File: config.mk
export PLATFORM = sky130hd
export DESIGN_NAME = next_lexicographic_permutation_top
export DESIGN_NICKNAME = d
export VERILOG_FILES = /design/src/design/nlp_pkg.sv /design/src/design/next_lexicographic_permutation_top.sv
export SDC_FILE = /design/constraint.sdc
export NUM_CORES = 1
export LEC_CHECK = 0
export BUFFER_PORTS_ARGS = -buffer_cell sky130_fd_sc_hd__buf_2
export CAP_MARGIN = 20
export CORE_ASPECT_RATIO = 2
export CORE_MARGIN = 2
export CORE_UTILIZATION = 55
export CTS_CLUSTER_SIZE = 28
export DETAILED_ROUTE_END_ITERATION = 12
export GPL_TIMING_DRIVEN = 0
export PLACE_DENSITY = 0.74
export SYNTH_ARGS = -nofsm -noshare
export SYNTH_HDL_FRONTEND = slang
export SYNTH_SLANG_ARGS = --single-unit
File: constraint.sdc
create_clock -name aclk -period 12.7 [get_ports aclk]
set_input_delay 1.27 -clock aclk [delete_from_list [all_inputs] [get_ports aclk]]
set_output_delay 1.27 -clock aclk [all_outputs]
set_load 0.005 [all_outputs]
File: src/design/nlp_pkg.sv
package nlp_pkg;

    // Field widths fixed by the item format.
    localparam int POS_W = 3;
    localparam int LEN_W = 4;
    localparam int CMD_W = 1;

    // Register reset value.
    localparam logic [LEN_W-1:0] LEN_RESET = 4'd8;

    // Item kinds carried on s_tuser.
    typedef enum logic [CMD_W-1:0] {
        CMD_LOAD    = 1'b0,
        CMD_ADVANCE = 1'b1
    } cmd_t;

endpackage

File: src/design/next_lexicographic_permutation_top.sv
// Next lexicographic permutation engine.
//
// The input channel (s_*) carries two kinds of beat, chosen by s_tuser. A load
// beat writes one key into the key memory at a position and gives no result.
// An advance beat steps the first length_in_use keys to their next
// lexicographic permutation and then sends every key in use on the result
// channel (m_*), position 0 first, with tlast on the final beat and tuser
// saying whether a next permutation existed. If none did, the keys stay put.
// The user writes length_in_use through cfg_wr_en / cfg_wr_data only while idle; the block does not enforce it.
//
// The key memory has a single read port, so keys are visited one at a time
// in the scan, the search, the suffix reversal and the output phase. One
// item is processed at a time.
//
// aresetn (synchronous, active low) returns the controller to idle, empties
// the output register and sets length_in_use to 8; key memory is not cleared.
// A stalled receiver holds the output beat and pauses the output phase.
module next_lexicographic_permutation_top
    import nlp_pkg::*;
#(
    parameter int MAX_ELEMENTS = 8,
    parameter int KEY_BITS     = 64
) (
    input  logic                    aclk,
    input  logic                    aresetn,
    // Configuration: length_in_use.
    input  logic                    cfg_wr_en,
    input  logic [LEN_W-1:0]        cfg_wr_data,
    // Input channel.
    input  logic                    s_tvalid,
    output logic                    s_tready,
    // tdata, lowest bit up: position, key, zero padding.
    input  logic [((POS_W+KEY_BITS+7)/8)*8-1:0] s_tdata,
    // tuser: command.
    input  logic [CMD_W-1:0]        s_tuser,
    // Result channel.
    output logic                    m_tvalid,
    input  logic                    m_tready,
    // tdata, lowest bit up: out_position, out_key, zero padding.
    output logic [((POS_W+KEY_BITS+7)/8)*8-1:0] m_tdata,
    // tuser: has_next.
    output logic [0:0]              m_tuser,
    output logic                    m_tlast
);

    localparam int TDATA_W = ((POS_W + KEY_BITS + 7) / 8) * 8;
    localparam int IDX_W   = $clog2(MAX_ELEMENTS);
    localparam int PAD_W   = TDATA_W - POS_W - KEY_BITS;

    localparam logic [3:0] ST_IDLE       = 4'd0;
    localparam logic [3:0] ST_SCAN_FIRST = 4'd1;
    localparam logic [3:0] ST_SCAN       = 4'd2;
    localparam logic [3:0] ST_FIND       = 4'd3;
    localparam logic [3:0] ST_SWAP       = 4'd4;
    localparam logic [3:0] ST_REV_LO     = 4'd5;
    localparam logic [3:0] ST_REV_HI     = 4'd6;
    localparam logic [3:0] ST_REV_WL     = 4'd7;
    localparam logic [3:0] ST_REV_WH     = 4'd8;
    localparam logic [3:0] ST_EMIT       = 4'd9;

    logic [POS_W-1:0]    in_position;
    logic [KEY_BITS-1:0] in_key;
    cmd_t                in_cmd;

    assign in_position = s_tdata[POS_W-1:0];
    assign in_key      = s_tdata[POS_W +: KEY_BITS];
    assign in_cmd      = cmd_t'(s_tuser);

    // Key memory.
    logic [KEY_BITS-1:0] key_mem [MAX_ELEMENTS];
    logic                mem_wr_en;
    logic [IDX_W-1:0]    mem_wr_addr;
    logic [KEY_BITS-1:0] mem_wr_data;
    logic                mem_rd_en;
    logic [IDX_W-1:0]    mem_rd_addr;
    logic [KEY_BITS-1:0] rd_data_reg;

    always_ff @(posedge aclk) begin
        if (mem_wr_en) begin
            key_mem[mem_wr_addr] <= mem_wr_data;
        end
        if (mem_rd_en) begin
            rd_data_reg <= key_mem[mem_rd_addr];
        end
    end

    // Control registers.
    logic [LEN_W-1:0]    len_reg;
    logic [3:0]          state_reg, state_next;
    logic [IDX_W-1:0]    idx_reg, idx_next;
    logic [IDX_W-1:0]    lastidx_reg, lastidx_next;
    logic [IDX_W-1:0]    p_reg, p_next;
    logic [IDX_W-1:0]    j_reg, j_next;
    logic [IDX_W-1:0]    lo_reg, lo_next;
    logic [IDX_W-1:0]    hi_reg, hi_next;
    logic                has_reg, has_next;
    logic [KEY_BITS-1:0] prev_reg, prev_next;
    logic [KEY_BITS-1:0] pkey_reg, pkey_next;
    logic [KEY_BITS-1:0] tmp_reg, tmp_next;

    // Output register.
    logic                m_valid_reg;
    logic [POS_W-1:0]    m_pos_reg;
    logic [KEY_BITS-1:0] m_key_reg;
    logic                m_has_reg;
    logic                m_last_reg;
    logic                out_load;
    logic                emit_last;

    // Number of keys in use, less one, after clamping the register to 1..MAX.
    logic [IDX_W-1:0]    act_last;

    always_comb begin
        if (len_reg == '0) begin
            act_last = '0;
        end else if (32'(len_reg) > 32'(MAX_ELEMENTS)) begin
            act_last = IDX_W'(MAX_ELEMENTS - 1);
        end else begin
            act_last = IDX_W'(len_reg - LEN_W'(1));
        end
    end

    assign s_tready  = (state_reg == ST_IDLE);
    assign emit_last = (idx_reg == lastidx_reg);

    always_comb begin
        state_next   = state_reg;
        idx_next     = idx_reg;
        lastidx_next = lastidx_reg;
        p_next       = p_reg;
        j_next       = j_reg;
        lo_next      = lo_reg;
        hi_next      = hi_reg;
        has_next     = has_reg;
        prev_next    = prev_reg;
        pkey_next    = pkey_reg;
        tmp_next     = tmp_reg;
        mem_wr_en    = 1'b0;
        mem_wr_addr  = '0;
        mem_wr_data  = '0;
        mem_rd_en    = 1'b0;
        mem_rd_addr  = '0;
        out_load     = 1'b0;

        unique case (state_reg)
            ST_IDLE: begin
                if (s_tvalid) begin
                    if (in_cmd == CMD_LOAD) begin
                        if (32'(in_position) < 32'(MAX_ELEMENTS)) begin
                            mem_wr_en   = 1'b1;
                            mem_wr_addr = IDX_W'(in_position);
                            mem_wr_data = in_key;
                        end
                    end else begin
                        lastidx_next = act_last;
                        mem_rd_en    = 1'b1;
                        if (act_last == '0) begin
                            // A single key has no successor.
                            has_next    = 1'b0;
                            mem_rd_addr = '0;
                            idx_next    = '0;
                            state_next  = ST_EMIT;
                        end else begin
                            mem_rd_addr = act_last;
                            idx_next    = act_last;
                            state_next  = ST_SCAN_FIRST;
                        end
                    end
                end
            end
            ST_SCAN_FIRST: begin
                prev_next   = rd_data_reg;
                mem_rd_en   = 1'b1;
                mem_rd_addr = idx_reg - IDX_W'(1);
                idx_next    = idx_reg - IDX_W'(1);
                state_next  = ST_SCAN;
            end
            ST_SCAN: begin
                mem_rd_en = 1'b1;
                if (prev_reg > rd_data_reg) begin
                    // Pivot found; look from the right for the first larger key.
                    has_next    = 1'b1;
                    p_next      = idx_reg;
                    pkey_next   = rd_data_reg;
                    j_next      = lastidx_reg;
                    mem_rd_addr = lastidx_reg;
                    state_next  = ST_FIND;
                end else if (idx_reg == '0) begin
                    has_next    = 1'b0;
                    mem_rd_addr = '0;
                    idx_next    = '0;
                    state_next  = ST_EMIT;
                end else begin
                    prev_next   = rd_data_reg;
                    mem_rd_addr = idx_reg - IDX_W'(1);
                    idx_next    = idx_reg - IDX_W'(1);
                end
            end
            ST_FIND: begin
                // The suffix is non-increasing, so the first larger key from
                // the right is the smallest larger one.
                if (rd_data_reg > pkey_reg) begin
                    mem_wr_en   = 1'b1;
                    mem_wr_addr = p_reg;
                    mem_wr_data = rd_data_reg;
                    state_next  = ST_SWAP;
                end else begin
                    mem_rd_en   = 1'b1;
                    mem_rd_addr = j_reg - IDX_W'(1);
                    j_next      = j_reg - IDX_W'(1);
                end
            end
            ST_SWAP: begin
                mem_wr_en   = 1'b1;
                mem_wr_addr = j_reg;
                mem_wr_data = pkey_reg;
                lo_next     = p_reg + IDX_W'(1);
                hi_next     = lastidx_reg;
                state_next  = ST_REV_LO;
            end
            ST_REV_LO: begin
                // Reversing the still non-increasing suffix sorts it ascending.
                mem_rd_en = 1'b1;
                if (lo_reg < hi_reg) begin
                    mem_rd_addr = lo_reg;
                    state_next  = ST_REV_HI;
                end else begin
                    mem_rd_addr = '0;
                    idx_next    = '0;
                    state_next  = ST_EMIT;
                end
            end
            ST_REV_HI: begin
                tmp_next    = rd_data_reg;
                mem_rd_en   = 1'b1;
                mem_rd_addr = hi_reg;
                state_next  = ST_REV_WL;
            end
            ST_REV_WL: begin
                mem_wr_en   = 1'b1;
                mem_wr_addr = lo_reg;
                mem_wr_data = rd_data_reg;
                state_next  = ST_REV_WH;
            end
            ST_REV_WH: begin
                mem_wr_en   = 1'b1;
                mem_wr_addr = hi_reg;
                mem_wr_data = tmp_reg;
                lo_next     = lo_reg + IDX_W'(1);
                hi_next     = hi_reg - IDX_W'(1);
                state_next  = ST_REV_LO;
            end
            ST_EMIT: begin
                if (!m_valid_reg || m_tready) begin
                    out_load = 1'b1;
                    if (emit_last) begin
                        state_next = ST_IDLE;
                    end else begin
                        mem_rd_en   = 1'b1;
                        mem_rd_addr = idx_reg + IDX_W'(1);
                        idx_next    = idx_reg + IDX_W'(1);
                    end
                end
            end
            default: begin
                state_next = ST_IDLE;
            end
        endcase
    end

    always_ff @(posedge aclk) begin
        if (!aresetn) begin
            state_reg   <= ST_IDLE;
            len_reg     <= LEN_RESET;
            m_valid_reg <= 1'b0;
        end else begin
            state_reg <= state_next;
            if (cfg_wr_en) begin
                len_reg <= cfg_wr_data;
            end
            if (out_load) begin
                m_valid_reg <= 1'b1;
            end else if (m_tready) begin
                m_valid_reg <= 1'b0;
            end
        end
    end

    always_ff @(posedge aclk) begin
        idx_reg     <= idx_next;
        lastidx_reg <= lastidx_next;
        p_reg       <= p_next;
        j_reg       <= j_next;
        lo_reg      <= lo_next;
        hi_reg      <= hi_next;
        has_reg     <= has_next;
        prev_reg    <= prev_next;
        pkey_reg    <= pkey_next;
        tmp_reg     <= tmp_next;
        if (out_load) begin
            m_pos_reg  <= POS_W'(idx_reg);
            m_key_reg  <= rd_data_reg;
            m_has_reg  <= has_reg;
            m_last_reg <= emit_last;
        end
    end

    assign m_tvalid = m_valid_reg;
    assign m_tdata  = {PAD_W'(0), m_key_reg, m_pos_reg};
    assign m_tuser  = m_has_reg;
    assign m_tlast  = m_last_reg;

    // The memory is only written by a load or by the swap and reversal steps.
    assert property (@(posedge aclk) disable iff (!aresetn)
        mem_wr_en |-> (state_reg == ST_IDLE || state_reg == ST_FIND ||
                       state_reg == ST_SWAP || state_reg == ST_REV_WL ||
                       state_reg == ST_REV_WH))
        else $error("key memory written outside a write step");

    // The search for a larger key never reaches the pivot.
    assert property (@(posedge aclk) disable iff (!aresetn)
        (state_reg == ST_FIND) |-> (j_reg > p_reg))
        else $error("successor search passed the pivot");

    // A pair is only swapped while the reversal pointers have not crossed.
    assert property (@(posedge aclk) disable iff (!aresetn)
        (state_reg == ST_REV_HI) |-> (lo_reg < hi_reg))
        else $error("reversal pointers crossed");

    // The final key of a run goes out with tlast and the engine goes idle.
    assert property (@(posedge aclk) disable iff (!aresetn)
        (out_load && emit_last) |=> (m_tvalid && m_tlast && state_reg == ST_IDLE))
        else $error("run did not end with tlast");

    // An output beat is never overwritten before it is taken.
    assert property (@(posedge aclk) disable iff (!aresetn)
        (m_valid_reg && !m_tready) |-> !out_load)
        else $error("stalled output beat overwritten");

endmodule
After elaboration in Yosys (flattened, before gate mapping) --
Memory sizes are Yosys's and may differ from the RTL's. A register that Yosys moved wholly into a read port is not among the register bits. Cells that the tools add are included.
Word-level totals: register bits after elaboration 289, bits in writable memories 512, bits of input ports 82, output and inout bits 76, word-level logic and storage cells 141, memories kept 1
Cells by class: $add $sub $neg 7, magnitude comparators 4, equal/unequal tests 23, mux-type cells 67, reductions and logical operators 22
Memories:
- key_mem | words 8, bits a word 64, rd ports 1, clocked after Yosys merged registers in 1, wr ports 1, RTL line next_lexicographic_permutation_top.sv:70 | logic [KEY_BITS-1:0] key_mem [MAX_ELEMENTS];
Operator list (number):
- $mux 64 | 5
- $pmux 64 s5 | 1
- $gt 64x64->1 | 2
- $pmux 64 s2 | 1
- $mux 3 | 22
- $mux 4 | 9
- $pmux 4 s9 | 1
- $pmux 3 s5 | 2
- $pmux 3 s7 | 1
- $ne 2x2->1 const B | 10
- $mux 1 | 19
- $pmux 3 s2 | 3
- $eq 4x3->1 const B | 4
- $sub 3x1->3 const B | 4
- $reduce_bool 2->1 | 5
- $add 3x1->3 const B | 3
- $reduce_and 3->1 | 3
- $eq 4x2->1 const B | 2
- $eq 4x4->1 const B | 2
- $logic_not 4->1 | 2
- $reduce_and 7->1 | 1
- $logic_not 3->1 | 2
- $reduce_and 6->1 | 1
- $reduce_and 5->1 | 1
- 16 further kinds | 17

Longest topological paths before layout --
depth after elaboration 8, mapped depth 16, gate-level depth less buffers 13

Least setup slack after synthesis --
No wires, ideal clock.
path type reg2reg, from register rd_data_reg[61], read port of key_mem, to memory key_mem[0][0] (enable), library setup time 0.829 ns, data arrival time 12.327 ns, data required time 11.871 ns, path slack -0.456 ns, cell stages (with the launch flop) 11, buffers on the path 0, period minus slack after synthesis 13.156 ns, cells stage by stage edfxtp_1 ha_1 a21o_1 a21oi_1 nor2b_1 or4_1 nor4_2 nor2_2 nand3_1 o21ai_0 a2111oi_0
Between the ends: cells in the longest elaborated chain, start to end 5, elaborated cells between the ends (all ways) 7, those cells by class order compare: 1; mux: 6
RTL lines:
- start: declaration | RTL line next_lexicographic_permutation_top.sv:76 | logic [KEY_BITS-1:0] rd_data_reg;
- $gt 64x64->1 * | RTL line next_lexicographic_permutation_top.sv:202 | if (rd_data_reg > pkey_reg) begin
- $mux 1 | RTL line next_lexicographic_permutation_top.sv:202
- $pmux 1 s3 | RTL line next_lexicographic_permutation_top.sv:145 | unique case (state_reg)
- $mux 1 | RTL line next_lexicographic_permutation_top.sv:79 | if (mem_wr_en) begin
- $mux 1 (implied by the code) | RTL line next_lexicographic_permutation_top.sv:80 | key_mem[mem_wr_addr] <= mem_wr_data;
- end: declaration | RTL line next_lexicographic_permutation_top.sv:70
Every way passes the cells marked *; elsewhere a longest branch is shown, timed or not.

Worst setup path after layout --
from register rd_data_reg[51], read port of key_mem, to memory key_mem[0][7] (enable)
Same word-level chain as after synthesis.

==> metrics.yaml <==
cells_and_area:
  fill_cells: 4620
  largest-register: "key_mem"
  stdcell_area_sq_um: 41700
  nNetsFinal: 2704
  syn_to_final_growth_pct: 14.1
  drive_above_1_share: 0.170
  final_core_util: 0.634
  largest_reg_flops: 512
setup_path:
  cp-end-kind: "register"
  crit_chain: "ha_1 > nand4_1 > nor4_1 > nand3_1 > a31oi_1 > nor4_2 > nor2_2 > o211ai_1 > clkbuf_1 > a2111oi_2 > buf_2 > buf_4 > buf_4 > buf_4 > buf_4"
  r2r_slack_ns: 6.21
  start_kind: "register"
  cp_common_cell: "buf_4"
  path_delay_family: "simple AND/OR/NAND/NOR gates"
  crit_path_max_fanout: 10
  max_stage_delay_ns: 0.92
  worstSetupPathType: "reg2reg"
  critPathBufInv: 6
  crit_slowest_cell: "nor4_1"
  worst-endpoint-arrival_ns: 6.83
  cp.required_ns: 13.05
synth:
  netlist_top_cells_area: "edfxtp_1, mux2i_1, ha_1"
  synthFlopType: "edfxtp_1"
  synthArstFlopShare: 0
  netlist_area_sq_um: 36500
  syn_inst: 2218
  yosysMostFrequentCell: "edfxtp_1"
  synth_cell_type_count: 58
  yosys.area.top_type: "edfxtp_1"
  synth.top_cells.by_count: "edfxtp_1, mux2i_1, inv_1"
  ys_ff_latch: 865
  seq_area_frac_synth: 0.709
  yosys_warnings: 0
  synth_top_cell_area_share: 0.704
  synth_edf_count: 856
  synth.avg_cell_area_sq_um: 16.5
detailed_routing:
  avgViaCountPerCell: 6.26
  wl_per_cell_um: 28.4
  via_count: 21400
  route.final.wire_length_um: 97200
  remaining_drc_errors: 0
  drt_iter0_drc: 2261
  ant_nets: 0
  drt-pass1-iter-count: 8
placed_design:
  dpl_cell_area_sq_um: 39100
  port_buffers: 146
  dp_hpwl_um: 65900
  gp_congestion: 0.963
power_and_ir_drop:
  irDropWorstVdd_mv: 0.202
  powerDensity_nw_per_um2: 282
  power.total_mw: 11.8
  leakage_nw: 16.6
clock_tree:
  cts-root-buf: "clkbuf_16"
  tritoncts: "built"
  clk_latency_ns: 0.64
  cts_buffers: 73
  cts_buffer_depth: 3
  h-tree-depth: 3
  clkTransAtPathRegs_ns: 0.07
  postCtsSetupBuffers: 0
  ctsHoldBuffers: 0
  cts_resized: 0
  cts.sinks: 865
global_routing:
  grt_start_max_net_pins: 49
  grt_pass1_vias: 22100
  antenna_found_initial: 3
  grt_overflow: 0
  grt_first_pass_wirelength_um: 140000
  groute.usage.overall: 0.288
sta:
  slew_viol_final: 0
  fin_crit_sh: 0.511
  hold_viol: 0
  rsz0062_at_grt: "no"
  skew_ns: 0.0253
  holdWs_ns: 0.438
  fmax_mhz: 154
  period_needed_ns: 6.49
  slew_headroom: 0.235
  setup_viol: 0
  worst_pin_slew_ns: 1.14
  fin_setup_tns_ns: 0
floorplanning:
  ioPinCount: 158
  start_util: 0.555
  rows: 133
  die_h_um: 368
  die_area_sq_um: 68600
  core-area_sq_um: 65700
  die_w_um: 186
run_status:
  status: "finished clean"
job:
  drv_cap: 0
min_path:
  hp-class: "reg2reg"
cells in the final DEF, fill, tap and decap left out, drive strengths merged, types with 3 or more instances in the layout:
cell / instances
clkinvlp: 5
nand3: 16
conb: 5
or4: 4
o21ai: 103
nand3b: 3
buf: 240
mux2: 63
dfxtp: 9
a221oi: 8
mux2i: 385
a211oi: 7
nor4: 13
nand2: 72
and3: 5
a21boi: 3
o211ai: 9
xnor2: 7
a222oi: 65
o31ai: 4
nand4: 22
diode: 3
a21o: 10
and2: 4
nor2b: 11
a21oi: 67
inv: 158
edfxtp: 856
ha: 138
bufinv: 14
clkbuf: 125
a31oi: 3
nor2: 40
clkinv: 22
nand2b: 9
nor3: 10
cell families (layout without fill, tap and decap cells):
logic type | Yosys count | in the layout | synth area share
xor gates and xnor gates | 8 | 8 | 0.00192
and+or+nand+nor | 219 | 219 | 0.0302
other | 1 | 8 | 0.000103
muxes | 448 | 448 | 0.125
buffers and inverters | 246 | 564 | 0.0327
adders and majority gates | 139 | 139 | 0.0476
AOI/OAI and AO/OA | 292 | 292 | 0.0535
DFF | 865 | 865 | 0.709
layer usage:
| metal | up-vias | part of all wire | GRT usage | routed length (um) |
|---|---|---|---|---|
| li1 | 9167 | - | - | - |
| met1 | 10800 | 0.35 | 0.336 | 34000 |
| met2 | 1153 | 0.51 | 0.495 | 50000 |
| met3 | 299 | 0.080 | 0.0540 | 7760 |
| met4 | 2 | 0.056 | 0.158 | 5470 |
| met5 | - | 0.00010 | 0 | 10 |
cell type report:
type | instances | area (sq um) | share of cell area
Sequential cell | 865 | 25900 | 0.621
Clock inverter | 45 | 592 | 0.0142
Timing Repair Buffer | 187 | 1430 | 0.0344
Multi-Input combinational cell | 1111 | 9530 | 0.229
Antenna cell | 3 | 7.51 | 0.000180
Tap cell | 877 | 1100 | 0.0263
Clock buffer | 86 | 1920 | 0.0460
Inverter | 154 | 578 | 0.0139
Buffer | 92 | 618 | 0.0148
path summary, 6_finish.rpt:
path,start,end,cells past startpoint
worst max-delay path,rd_data_reg[51],key_mem[0][7],15
worst min-delay path,has_reg,m_tuser,0
worst max register to register,rd_data_reg[51],key_mem[0][7],15
worst min register to register,has_reg,m_tuser,0
where the power goes:
group	internal [mW]	leakage (nW)	total [mW]	switching (mW)
Clock	1.37	1.21	2.40	1.02
Combinational	1.92	7.38	4.85	2.92
Sequential	4.16	7.99	4.52	0.368
Total	7.45	16.6	11.8	4.32
stage by stage:
| stage | worst slack (ns) | cells |
|---|---|---|
| after floorplan | 2.70 | 2222 |
| after global placement | -7.75 | 3245 |
| after detailed placement | 6.34 | 3285 |
| after CTS | 6.29 | 3416 |
| after global routing | 6.05 | 3417 |
| final | 6.21 | 3420 |
(Power assumes the default switching activity.)
